===== src/lfu_pkg.sv =====
// types and constants of the lfu cache with lru tie break
// no dependencies; imported by lfu_scan, lfu_cache_replacement and lfu_checker
package lfu_pkg;

	localparam int ENTRIES = 16;
	localparam int IDX_W = (ENTRIES > 1) ? $clog2(ENTRIES) : 1;
	localparam int CNT_W = $clog2(ENTRIES + 1);
	localparam int KEY_W = 32;
	localparam int VAL_W = 32;
	localparam int USE_W = 32;
	localparam int STAMP_W = 48;
	localparam int CAP_W = 5;
	localparam int CAP_RESET = 16;
	localparam int PADDR_W = 3;
	localparam int PDATA_W = 32;

	// register index as seen on paddr[2]
	localparam logic REG_CAPACITY = 1'b0;

	localparam logic OP_GET = 1'b0;
	localparam logic OP_PUT = 1'b1;

	typedef struct packed {
		logic [KEY_W-1:0]   key;
		logic [VAL_W-1:0]   value;
		logic [USE_W-1:0]   count;
		logic [STAMP_W-1:0] stamp;
	} entry_t;

	typedef struct packed {
		logic               hit;
		logic [IDX_W-1:0]   hit_idx;
		logic [VAL_W-1:0]   hit_value;
		logic [USE_W-1:0]   hit_count;
		logic               free;
		logic [IDX_W-1:0]   free_idx;
		logic               vic;
		logic [IDX_W-1:0]   vic_idx;
		logic [KEY_W-1:0]   vic_key;
		logic [CNT_W-1:0]   used;
	} scan_res_t;

endpackage


===== src/lfu_ram.sv =====
// generic single-port-write, single-port-read ram with registered read data
// no dependencies
module lfu_ram #(
	parameter int DEPTH = 16,
	parameter int WIDTH = 8
) (
	input  logic                                          clk,
	input  logic                                          we,
	input  logic [((DEPTH > 1) ? $clog2(DEPTH) : 1)-1:0] waddr,
	input  logic [WIDTH-1:0]                              wdata,
	input  logic [((DEPTH > 1) ? $clog2(DEPTH) : 1)-1:0] raddr,
	output logic [WIDTH-1:0]                              rdata
);

	logic [WIDTH-1:0] mem_q [DEPTH];

	always_ff @(posedge clk) begin
		if (we) begin
			mem_q[waddr] <= wdata;
		end
		rdata <= mem_q[raddr];
	end

endmodule


===== src/lfu_scan.sv =====
// scan unit: walks the slots one per cycle and keeps key match, free slot,
// eviction candidate and occupancy; uses lfu_pkg
module lfu_scan import lfu_pkg::*; (
	input  logic             clk,
	input  logic             arst_n,
	input  logic             clear,
	input  logic             vld,
	input  logic [IDX_W-1:0] slot,
	input  logic             slot_valid,
	input  entry_t           rd,
	input  logic [KEY_W-1:0] key,
	output scan_res_t        res
);

	logic             hit_q, free_q, vic_q;
	logic [IDX_W-1:0] hit_idx_q, free_idx_q, vic_idx_q;
	logic [VAL_W-1:0] hit_value_q;
	logic [USE_W-1:0] hit_count_q, vic_count_q;
	logic [STAMP_W-1:0] vic_stamp_q;
	logic [KEY_W-1:0] vic_key_q;
	logic [CNT_W-1:0] used_q;
	logic             better;

	// smaller count wins, then older stamp; equal keeps the lower slot
	assign better = !vic_q || (rd.count < vic_count_q) ||
		((rd.count == vic_count_q) && (rd.stamp < vic_stamp_q));

	always_ff @(posedge clk or negedge arst_n) begin
		if (!arst_n) begin
			hit_q  <= 1'b0;
			free_q <= 1'b0;
			vic_q  <= 1'b0;
			used_q <= '0;
		end else if (clear) begin
			hit_q  <= 1'b0;
			free_q <= 1'b0;
			vic_q  <= 1'b0;
			used_q <= '0;
		end else if (vld) begin
			if (!slot_valid) begin
				if (!free_q) begin
					free_q <= 1'b1;
				end
			end else begin
				used_q <= used_q + CNT_W'(1);
				if (!hit_q && (rd.key == key)) begin
					hit_q <= 1'b1;
				end
				if (better) begin
					vic_q <= 1'b1;
				end
			end
		end
	end

	always_ff @(posedge clk) begin
		if (vld) begin
			if (!slot_valid) begin
				if (!free_q) begin
					free_idx_q <= slot;
				end
			end else begin
				if (!hit_q && (rd.key == key)) begin
					hit_idx_q   <= slot;
					hit_value_q <= rd.value;
					hit_count_q <= rd.count;
				end
				if (better) begin
					vic_idx_q   <= slot;
					vic_count_q <= rd.count;
					vic_stamp_q <= rd.stamp;
					vic_key_q   <= rd.key;
				end
			end
		end
	end

	always_comb begin
		res.hit       = hit_q;
		res.hit_idx   = hit_idx_q;
		res.hit_value = hit_value_q;
		res.hit_count = hit_count_q;
		res.free      = free_q;
		res.free_idx  = free_idx_q;
		res.vic       = vic_q;
		res.vic_idx   = vic_idx_q;
		res.vic_key   = vic_key_q;
		res.used      = used_q;
	end

endmodule


===== src/lfu_cache_replacement.sv =====
// top level of the lfu key-value cache with lru tie break
// uses lfu_pkg, lfu_ram and lfu_scan
//
//  channel  | handshake                       | word
//  ---------+---------------------------------+--------------------------------------
//  command  | start && !busy                  | op, key, value
//  result   | done, one cycle, no backpressure | found, read_value, evicted, evicted_key
//  config   | apb write, psel&penable&pwrite  | capacity_in_use at byte address 0
//
// each access reads one slot of the entry ram per cycle in ST_SCAN, then passes ST_LAST
// (drain) and ST_WRITE (write-back) before the result strobe. a new command is
// taken in the cycle the result is shown; busy holds off commands until then.
// reset clears valid bits, op clock and capacity (to 16) at once; no clearing pass.
// results cannot be stalled.
module lfu_cache_replacement import lfu_pkg::*; (
	input  logic               clk,
	input  logic               arst_n,
	input  logic               start,
	output logic               busy,
	input  logic               op,
	input  logic [KEY_W-1:0]   key,
	input  logic [VAL_W-1:0]   value,
	output logic               done,
	output logic               found,
	output logic [VAL_W-1:0]   read_value,
	output logic               evicted,
	output logic [KEY_W-1:0]   evicted_key,
	input  logic               psel,
	input  logic               penable,
	input  logic               pwrite,
	input  logic [PADDR_W-1:0] paddr,
	input  logic [PDATA_W-1:0] pwdata,
	output logic [PDATA_W-1:0] prdata,
	output logic               pready
);

	typedef enum logic [3:0] {
		ST_IDLE  = 4'b0001,
		ST_SCAN  = 4'b0010,
		ST_LAST  = 4'b0100,
		ST_WRITE = 4'b1000
	} state_t;

	localparam int CMP_W = (CNT_W > CAP_W) ? CNT_W : CAP_W;

	state_t              state_q;
	logic [IDX_W-1:0]    idx_q;
	logic [ENTRIES-1:0]  valid_q;
	logic [STAMP_W-1:0]  clock_q;
	logic [CAP_W-1:0]    cap_q;
	logic                op_q;
	logic [KEY_W-1:0]    key_q;
	logic [VAL_W-1:0]    value_q;
	logic                rd_vld_s1;
	logic [IDX_W-1:0]    slot_s1;
	logic                slot_valid_s1;
	logic                done_q, found_q, evicted_q;
	logic [VAL_W-1:0]    read_value_q;
	logic [KEY_W-1:0]    evicted_key_q;

	logic                accept;
	logic                cfg_wr;
	entry_t              rd_data;
	entry_t              wr_data;
	logic                wr_en;
	logic [IDX_W-1:0]    wr_idx;
	scan_res_t           scan;
	logic [CMP_W-1:0]    cap_x, cap_eff, used_x;
	logic                cap_on, do_evict, do_store;
	logic [STAMP_W-1:0]  clock_nxt;
	logic [USE_W-1:0]    count_inc;

	assign accept = start && !busy;
	assign busy   = (state_q != ST_IDLE);
	assign cfg_wr = psel && penable && pwrite && pready;
	assign pready = 1'b1;
	assign prdata = (paddr[2] == REG_CAPACITY) ? PDATA_W'(cap_q) : '0;

	always_ff @(posedge clk or negedge arst_n) begin
		if (!arst_n) begin
			cap_q <= CAP_W'(CAP_RESET);
		end else if (cfg_wr && (paddr[2] == REG_CAPACITY)) begin
			cap_q <= pwdata[CAP_W-1:0];
		end
	end

	// capacity above the slot count acts as the slot count
	always_comb begin
		cap_x   = CMP_W'(cap_q);
		used_x  = CMP_W'(scan.used);
		cap_eff = (cap_x > CMP_W'(ENTRIES)) ? CMP_W'(ENTRIES) : cap_x;
		cap_on  = (cap_eff != '0);
	end

	assign clock_nxt = clock_q + STAMP_W'(1);
	assign count_inc = (scan.hit_count == '1) ? scan.hit_count : scan.hit_count + USE_W'(1);

	always_comb begin
		do_evict = 1'b0;
		do_store = 1'b0;
		wr_en    = 1'b0;
		wr_idx   = scan.free_idx;
		wr_data.key   = key_q;
		wr_data.value = value_q;
		wr_data.count = USE_W'(1);
		wr_data.stamp = clock_nxt;
		if (state_q == ST_WRITE && cap_on) begin
			if (scan.hit) begin
				wr_en  = 1'b1;
				wr_idx = scan.hit_idx;
				wr_data.value = (op_q == OP_PUT) ? value_q : scan.hit_value;
				wr_data.count = count_inc;
			end else if (op_q == OP_PUT) begin
				do_evict = (used_x >= cap_eff) && scan.vic;
				do_store = do_evict || scan.free;
				wr_en    = do_store;
				wr_idx   = do_evict ? scan.vic_idx : scan.free_idx;
			end
		end
	end

	lfu_ram #(
		.DEPTH(ENTRIES),
		.WIDTH($bits(entry_t))
	) u_ram (
		.clk   (clk),
		.we    (wr_en),
		.waddr (wr_idx),
		.wdata (wr_data),
		.raddr (idx_q),
		.rdata (rd_data)
	);

	lfu_scan u_scan (
		.clk        (clk),
		.arst_n     (arst_n),
		.clear      (accept),
		.vld        (rd_vld_s1),
		.slot       (slot_s1),
		.slot_valid (slot_valid_s1),
		.rd         (rd_data),
		.key        (key_q),
		.res        (scan)
	);

	always_ff @(posedge clk or negedge arst_n) begin
		if (!arst_n) begin
			state_q   <= ST_IDLE;
			idx_q     <= '0;
			valid_q   <= '0;
			clock_q   <= '0;
			rd_vld_s1 <= 1'b0;
			done_q    <= 1'b0;
		end else begin
			rd_vld_s1 <= (state_q == ST_SCAN);
			done_q    <= (state_q == ST_WRITE);
			if (wr_en) begin
				valid_q[wr_idx] <= 1'b1;
				clock_q         <= clock_nxt;
			end
			case (state_q)
				ST_IDLE: begin
					if (accept) begin
						state_q <= ST_SCAN;
						idx_q   <= '0;
					end
				end
				ST_SCAN: begin
					if (idx_q == IDX_W'(ENTRIES - 1)) begin
						state_q <= ST_LAST;
					end else begin
						idx_q <= idx_q + IDX_W'(1);
					end
				end
				ST_LAST: begin
					state_q <= ST_WRITE;
				end
				ST_WRITE: begin
					state_q <= ST_IDLE;
				end
				default: begin
					state_q <= ST_IDLE;
				end
			endcase
		end
	end

	always_ff @(posedge clk) begin
		if (accept) begin
			op_q    <= op;
			key_q   <= key;
			value_q <= value;
		end
		slot_s1       <= idx_q;
		slot_valid_s1 <= valid_q[idx_q];
		if (state_q == ST_WRITE) begin
			found_q       <= cap_on && scan.hit;
			read_value_q  <= (cap_on && scan.hit && (op_q == OP_GET)) ? scan.hit_value : '0;
			evicted_q     <= do_evict;
			evicted_key_q <= do_evict ? scan.vic_key : '0;
		end
	end

	assign done        = done_q;
	assign found       = found_q;
	assign read_value  = read_value_q;
	assign evicted     = evicted_q;
	assign evicted_key = evicted_key_q;

endmodule


===== config.mk =====
export PLATFORM = sky130hd
export DESIGN_NAME = lfu_cache_replacement
export DESIGN_NICKNAME = d
export VERILOG_FILES = /design/src/lfu_pkg.sv /design/src/lfu_ram.sv /design/src/lfu_scan.sv /design/src/lfu_cache_replacement.sv
export SDC_FILE = /design/constraint.sdc
export NUM_CORES = 2
export LEC_CHECK = 0
export ABC_AREA = 1
export BUFFER_PORTS_ARGS = -buffer_cell sky130_fd_sc_hd__buf_2
export CAP_MARGIN = 20
export CORE_MARGIN = 8
export CORE_UTILIZATION = 55
export DETAILED_ROUTE_END_ITERATION = 10
export PLACE_DENSITY = 0.71
export SKIP_CTS_REPAIR_TIMING = 1
export SYNTH_ARGS = -nofsm -noshare
export SYNTH_HDL_FRONTEND = slang
export SYNTH_SLANG_ARGS = --single-unit

===== constraint.sdc =====
create_clock -name clk -period 17.8 [get_ports clk]
set_input_delay 0.89 -clock clk [delete_from_list [all_inputs] [get_ports clk]]
set_output_delay 0.89 -clock clk [all_outputs]
set_load 0.05 [all_outputs]

==> impl_metrics.py <==
metrics = {
    "status": {
        "status": "completed",
    },
    "clock_tree": {
        "cts.sinks": 2859,
        "cts-root-buf": "clkbuf_16",
        "clock_latency_ns": 0.94,
        "h-tree-depth": 5,
        "clock_path_buffers": 4,
        "cts_tree": "built",
        "clkTransAtPathRegs_ns": 0.06,
        "cts-buffers-inserted": 293,
    },
    "finish": {
        "area_growth_syn_to_layout_pct": 11.5,
        "drive_above_1_share": 0.0898,
        "fin_nets": 8714,
        "fin_util": 0.617,
        "finalInstanceArea_mm2": 0.123,
    },
    "setup_path": {
        "cp.required_ns": 18.32,
        "path_buf_inv": 5,
        "r2r_cells": 13,
        "cp_cell_sequence": "inv_2 > nand2_2 > nor3_4 > nand2_2 > nor2_2 > nand3_1 > nand2_1 > nand2_1 > inv_1 > nand2_1 > inv_8 > buf_4 > buf_4",
        "cpPeakStageDelay_ns": 0.94,
        "worst-path-max-fanout": 53,
        "endpoint_kind": "flop",
        "worst-setup-path-type": "reg2reg",
        "path_depth": 13,
        "worstPathArrival_ns": 6.33,
        "cpLargestDelayFamily": "buffers and inverters",
        "r2r-start": "state_q[1]$_DFFE_PN0P_",
        "r2r-end": "u_ram.mem_q[5][25]$_DFFE_PP_",
        "slowest_stage": "buf_4",
        "r2r_slack_ns": 11.99,
        "cpMostUsedCell": "nand2_1",
        "start_kind": "flop",
    },
    "die": {
        "die_width_um": 464,
        "start_util": 0.554,
        "core_area_mm2": 0.200,
        "rows": 164,
        "chipHeight_um": 464,
        "fp.dieArea_mm2": 0.216,
        "ios": 207,
    },
    "detailed_routing": {
        "totalWireLength_mm": 282,
        "avgViaCountPerCell": 6.09,
        "vias": 69471,
        "drtAntennaViolNets": 0,
        "drt_iter0_drc": 8598,
        "drc": 0,
        "routedWlPerCell_um": 24.8,
        "firstDrtPassIters": 6,
    },
    "placed_design": {
        "dpl-instance-area_mm2": 0.114,
        "gp_congestion": 0.887,
        "place_hpwl_mm": 138,
        "io_buffer_count": 149,
    },
    "grt": {
        "grt_max_degree": 239,
        "antenna_found_initial": 6,
        "gr-total-overflow": 0,
        "grt_pass1_vias": 67540,
        "grt_pass1_wl_mm": 416,
        "grtUsageTotal": 0.253,
    },
    "logic_synthesis": {
        "synthCells": 8386,
        "synth-seq-cells": 2859,
        "postSynthAreaPerCell_um2": 13.2,
        "async_flop_share": 0.0304,
        "yosys_warnings": 0,
        "seq_area_frac_synth": 0.759,
        "yosys_most_used_dff": "edfxtp_1",
        "synthDistinctLibCells": 48,
        "synth-edff-count": 2623,
        "syn-cell-area_mm2": 0.111,
    },
    "power_and_ir_drop": {
        "finalPower_w": 0.0159,
        "clockPowerShare": 0.367,
        "switching_power_w": 0.00428,
        "p_seq_frac": 0.493,
        "p_leak_nw": 43.8,
        "powerDensity_mw_per_mm2": 129,
        "p_sw_frac": 0.269,
        "internal_power_w": 0.0117,
        "p_comb_frac": 0.140,
        "max-vdd-ir-drop_uv": 110,
    },
    "hold_path": {
        "min-delay-start": "key[3]",
        "min-delay-path-class": "in2reg",
        "hold_path_end": "key_q[3]$_DFFE_PP_",
        "whs_path_depth": 1,
    },
    "sta": {
        "setup_violations": 0,
        "drv_slew": 0,
        "fin_setup_tns_ns": 0,
        "hold_viol": 0,
        "skew_ns": 0.0796,
        "rsz0062_at_grt": "no",
        "post-route-period-util": 0.327,
        "hold_slack_ns": 0.119,
        "max_slew_margin": 0.131,
        "tightestPinTransition_ns": 1.30,
        "fin_crit_ns": 5.81,
        "clock.fmax_mhz": 172,
    },
    "job": {
        "drv_cap": 0,
    },
}
[cells in the final DEF (no fill, tap or decap), types with 155 or more instances in the layout]
| cell type | synthesis | routed |
|---|---|---|
| a21oi_1 | 313 | 312 |
| buf_4 | 36 | 160 |
| clkbuf_16 | 0 | 302 |
| edfxtp_1 | 2623 | 2623 |
| inv_1 | 340 | 320 |
| nand2_1 | 1465 | 1463 |
| nand3_1 | 374 | 374 |
| nand4_1 | 176 | 176 |
| nor2_1 | 804 | 803 |
| o21ai_0 | 758 | 758 |
| o221ai_1 | 155 | 155 |
[cell type report]
| cell class | count | area, µm² |
|---|---|---|
| Sequential cell | 2859 | 83900 |
| Clock inverter | 114 | 897 |
| Antenna cell | 11 | 27.5 |
| Inverter | 351 | 1480 |
| Timing Repair Buffer | 318 | 2120 |
| Clock buffer | 399 | 8180 |
| Multi-Input combinational cell | 4697 | 23300 |
| Fill cell | 14557 | 76600 |
| Tap cell | 2656 | 3320 |
[synth_stat cells, types with 5 or more instances]
library cell	number	area share
a21oi_1	313	0.014
a221oi_1	132	0.010
buf_1	27	0.00092
buf_2	131	0.0059
buf_4	36	0.0024
clkbuf_1	309	0.010
dfrtp_1	85	0.019
dfxtp_1	149	0.027
edfxtp_1	2623	0.71
ha_1	88	0.010
inv_1	340	0.012
inv_2	9	0.00031
nand2_1	1465	0.050
nand2_2	8	0.00045
nand3_1	374	0.017
nand3b_1	6	0.00041
nand4_1	176	0.010
nor2_1	804	0.027
nor2_2	5	0.00028
nor3_1	53	0.0024
nor4_1	7	0.00040
o21ai_0	758	0.034
o21ai_1	57	0.0026
o221ai_1	155	0.012
o22ai_1	134	0.0076
or2_2	7	0.00040
xnor2_1	20	0.0016
xor2_1	77	0.0061
[power by group through the flow]
stage | combinational, W | sequential (W) | clock [W]
after floorplan | 0.00156 | 0.00788 | 0
after global placement | 0.00209 | 0.00800 | 0
after detailed placement | 0.00217 | 0.00800 | 0
after CTS | 0.00219 | 0.00786 | 0.00590
after global routing | 0.00246 | 0.00787 | 0.00615
final | 0.00223 | 0.00785 | 0.00585
[sequential cells by signal, indices dropped and copies added (netlist names), 4 cells and up]
name and count:
clock_q 48, u_scan.vic_idx_q 4, u_scan.hit_count_q 32, u_scan.used_q 5, state_q 4, u_scan.free_idx_q 4, u_ram.rdata 144, u_scan.hit_idx_q 4
u_ram.mem_q 2304, u_scan.vic_count_q 32, idx_q 4, valid_q 16, cap_q 5, value_q 32, read_value 32, u_scan.vic_stamp_q 48
slot_s1 4, key_q 32, u_scan.hit_value_q 32, u_scan.vic_key_q 32, evicted_key 32
[worst max-delay path by stage]
stage | from | endpoint | slack, ns
6_report | state_q[1]$_DFFE_PN0P_ | u_ram.mem_q[5][25]$_DFFE_PP_ | 11.99
5_1_grt | state_q[1]$_DFFE_PN0P_ | u_ram.mem_q[5][25]$_DFFE_PP_ | 11.77
3_5_place_dp | state_q[1]$_DFFE_PN0P_ | u_ram.mem_q[5][141]$_DFFE_PP_ | 12.08
4_1_cts | state_q[1]$_DFFE_PN0P_ | u_ram.mem_q[5][25]$_DFFE_PP_ | 12.03
3_3_place_gp | state_q[1]$_DFFE_PN0P_ | u_ram.mem_q[5][143]$_DFFE_PP_ | 12.13
2_1_floorplan | u_scan.vic_count_q[27]$_DFFE_PP_ | u_scan.vic_count_q[0]$_DFFE_PP_ | 10.27
[logic make-up (layout without fill, tap and decap cells)]
logic type	Yosys count	in the layout	synth area share
compound gates	1563	1563	0.0823
xor+xnor	97	97	0.00768
fa+ha+maj	88	88	0.00995
buf+inv	856	1182	0.0319
flops	2859	2859	0.759
other cells	2	39	0.0000679
simple gates	2921	2921	0.109
[per-layer routing]
metal / GRT usage / part of all wire / up-vias
met4: 0.0981 / 0.040 / 0
met2: 0.413 / 0.48 / 3697
li1: - / - / 30777
met5: 0 / 0 / -
met1: 0.344 / 0.39 / 34322
met3: 0.0404 / 0.093 / 675
[worst reg2reg max path, stage by stage (launching register included)]
cell and delay [ns]:
dfrtp_1 0.39, inv_2 0.07, nand2_2 0.07, nor3_4 0.84, nand2_2 0.65, nor2_2 0.34, nand3_1 0.11, nand2_1 0.16
nand2_1 0.07, inv_1 0.10, nand2_1 0.16, inv_8 0.47, buf_4 0.94, buf_4 0.97
[stage by stage]
step / instances / setup slack, ns
after floorplan: 8412 / 10.27
after global placement: 10846 / 12.13
after detailed placement: 10850 / 12.08
after CTS: 11363 / 12.03
after global routing: 11405 / 11.77
final: 11405 / 11.99
(Power assumes the default switching activity.)
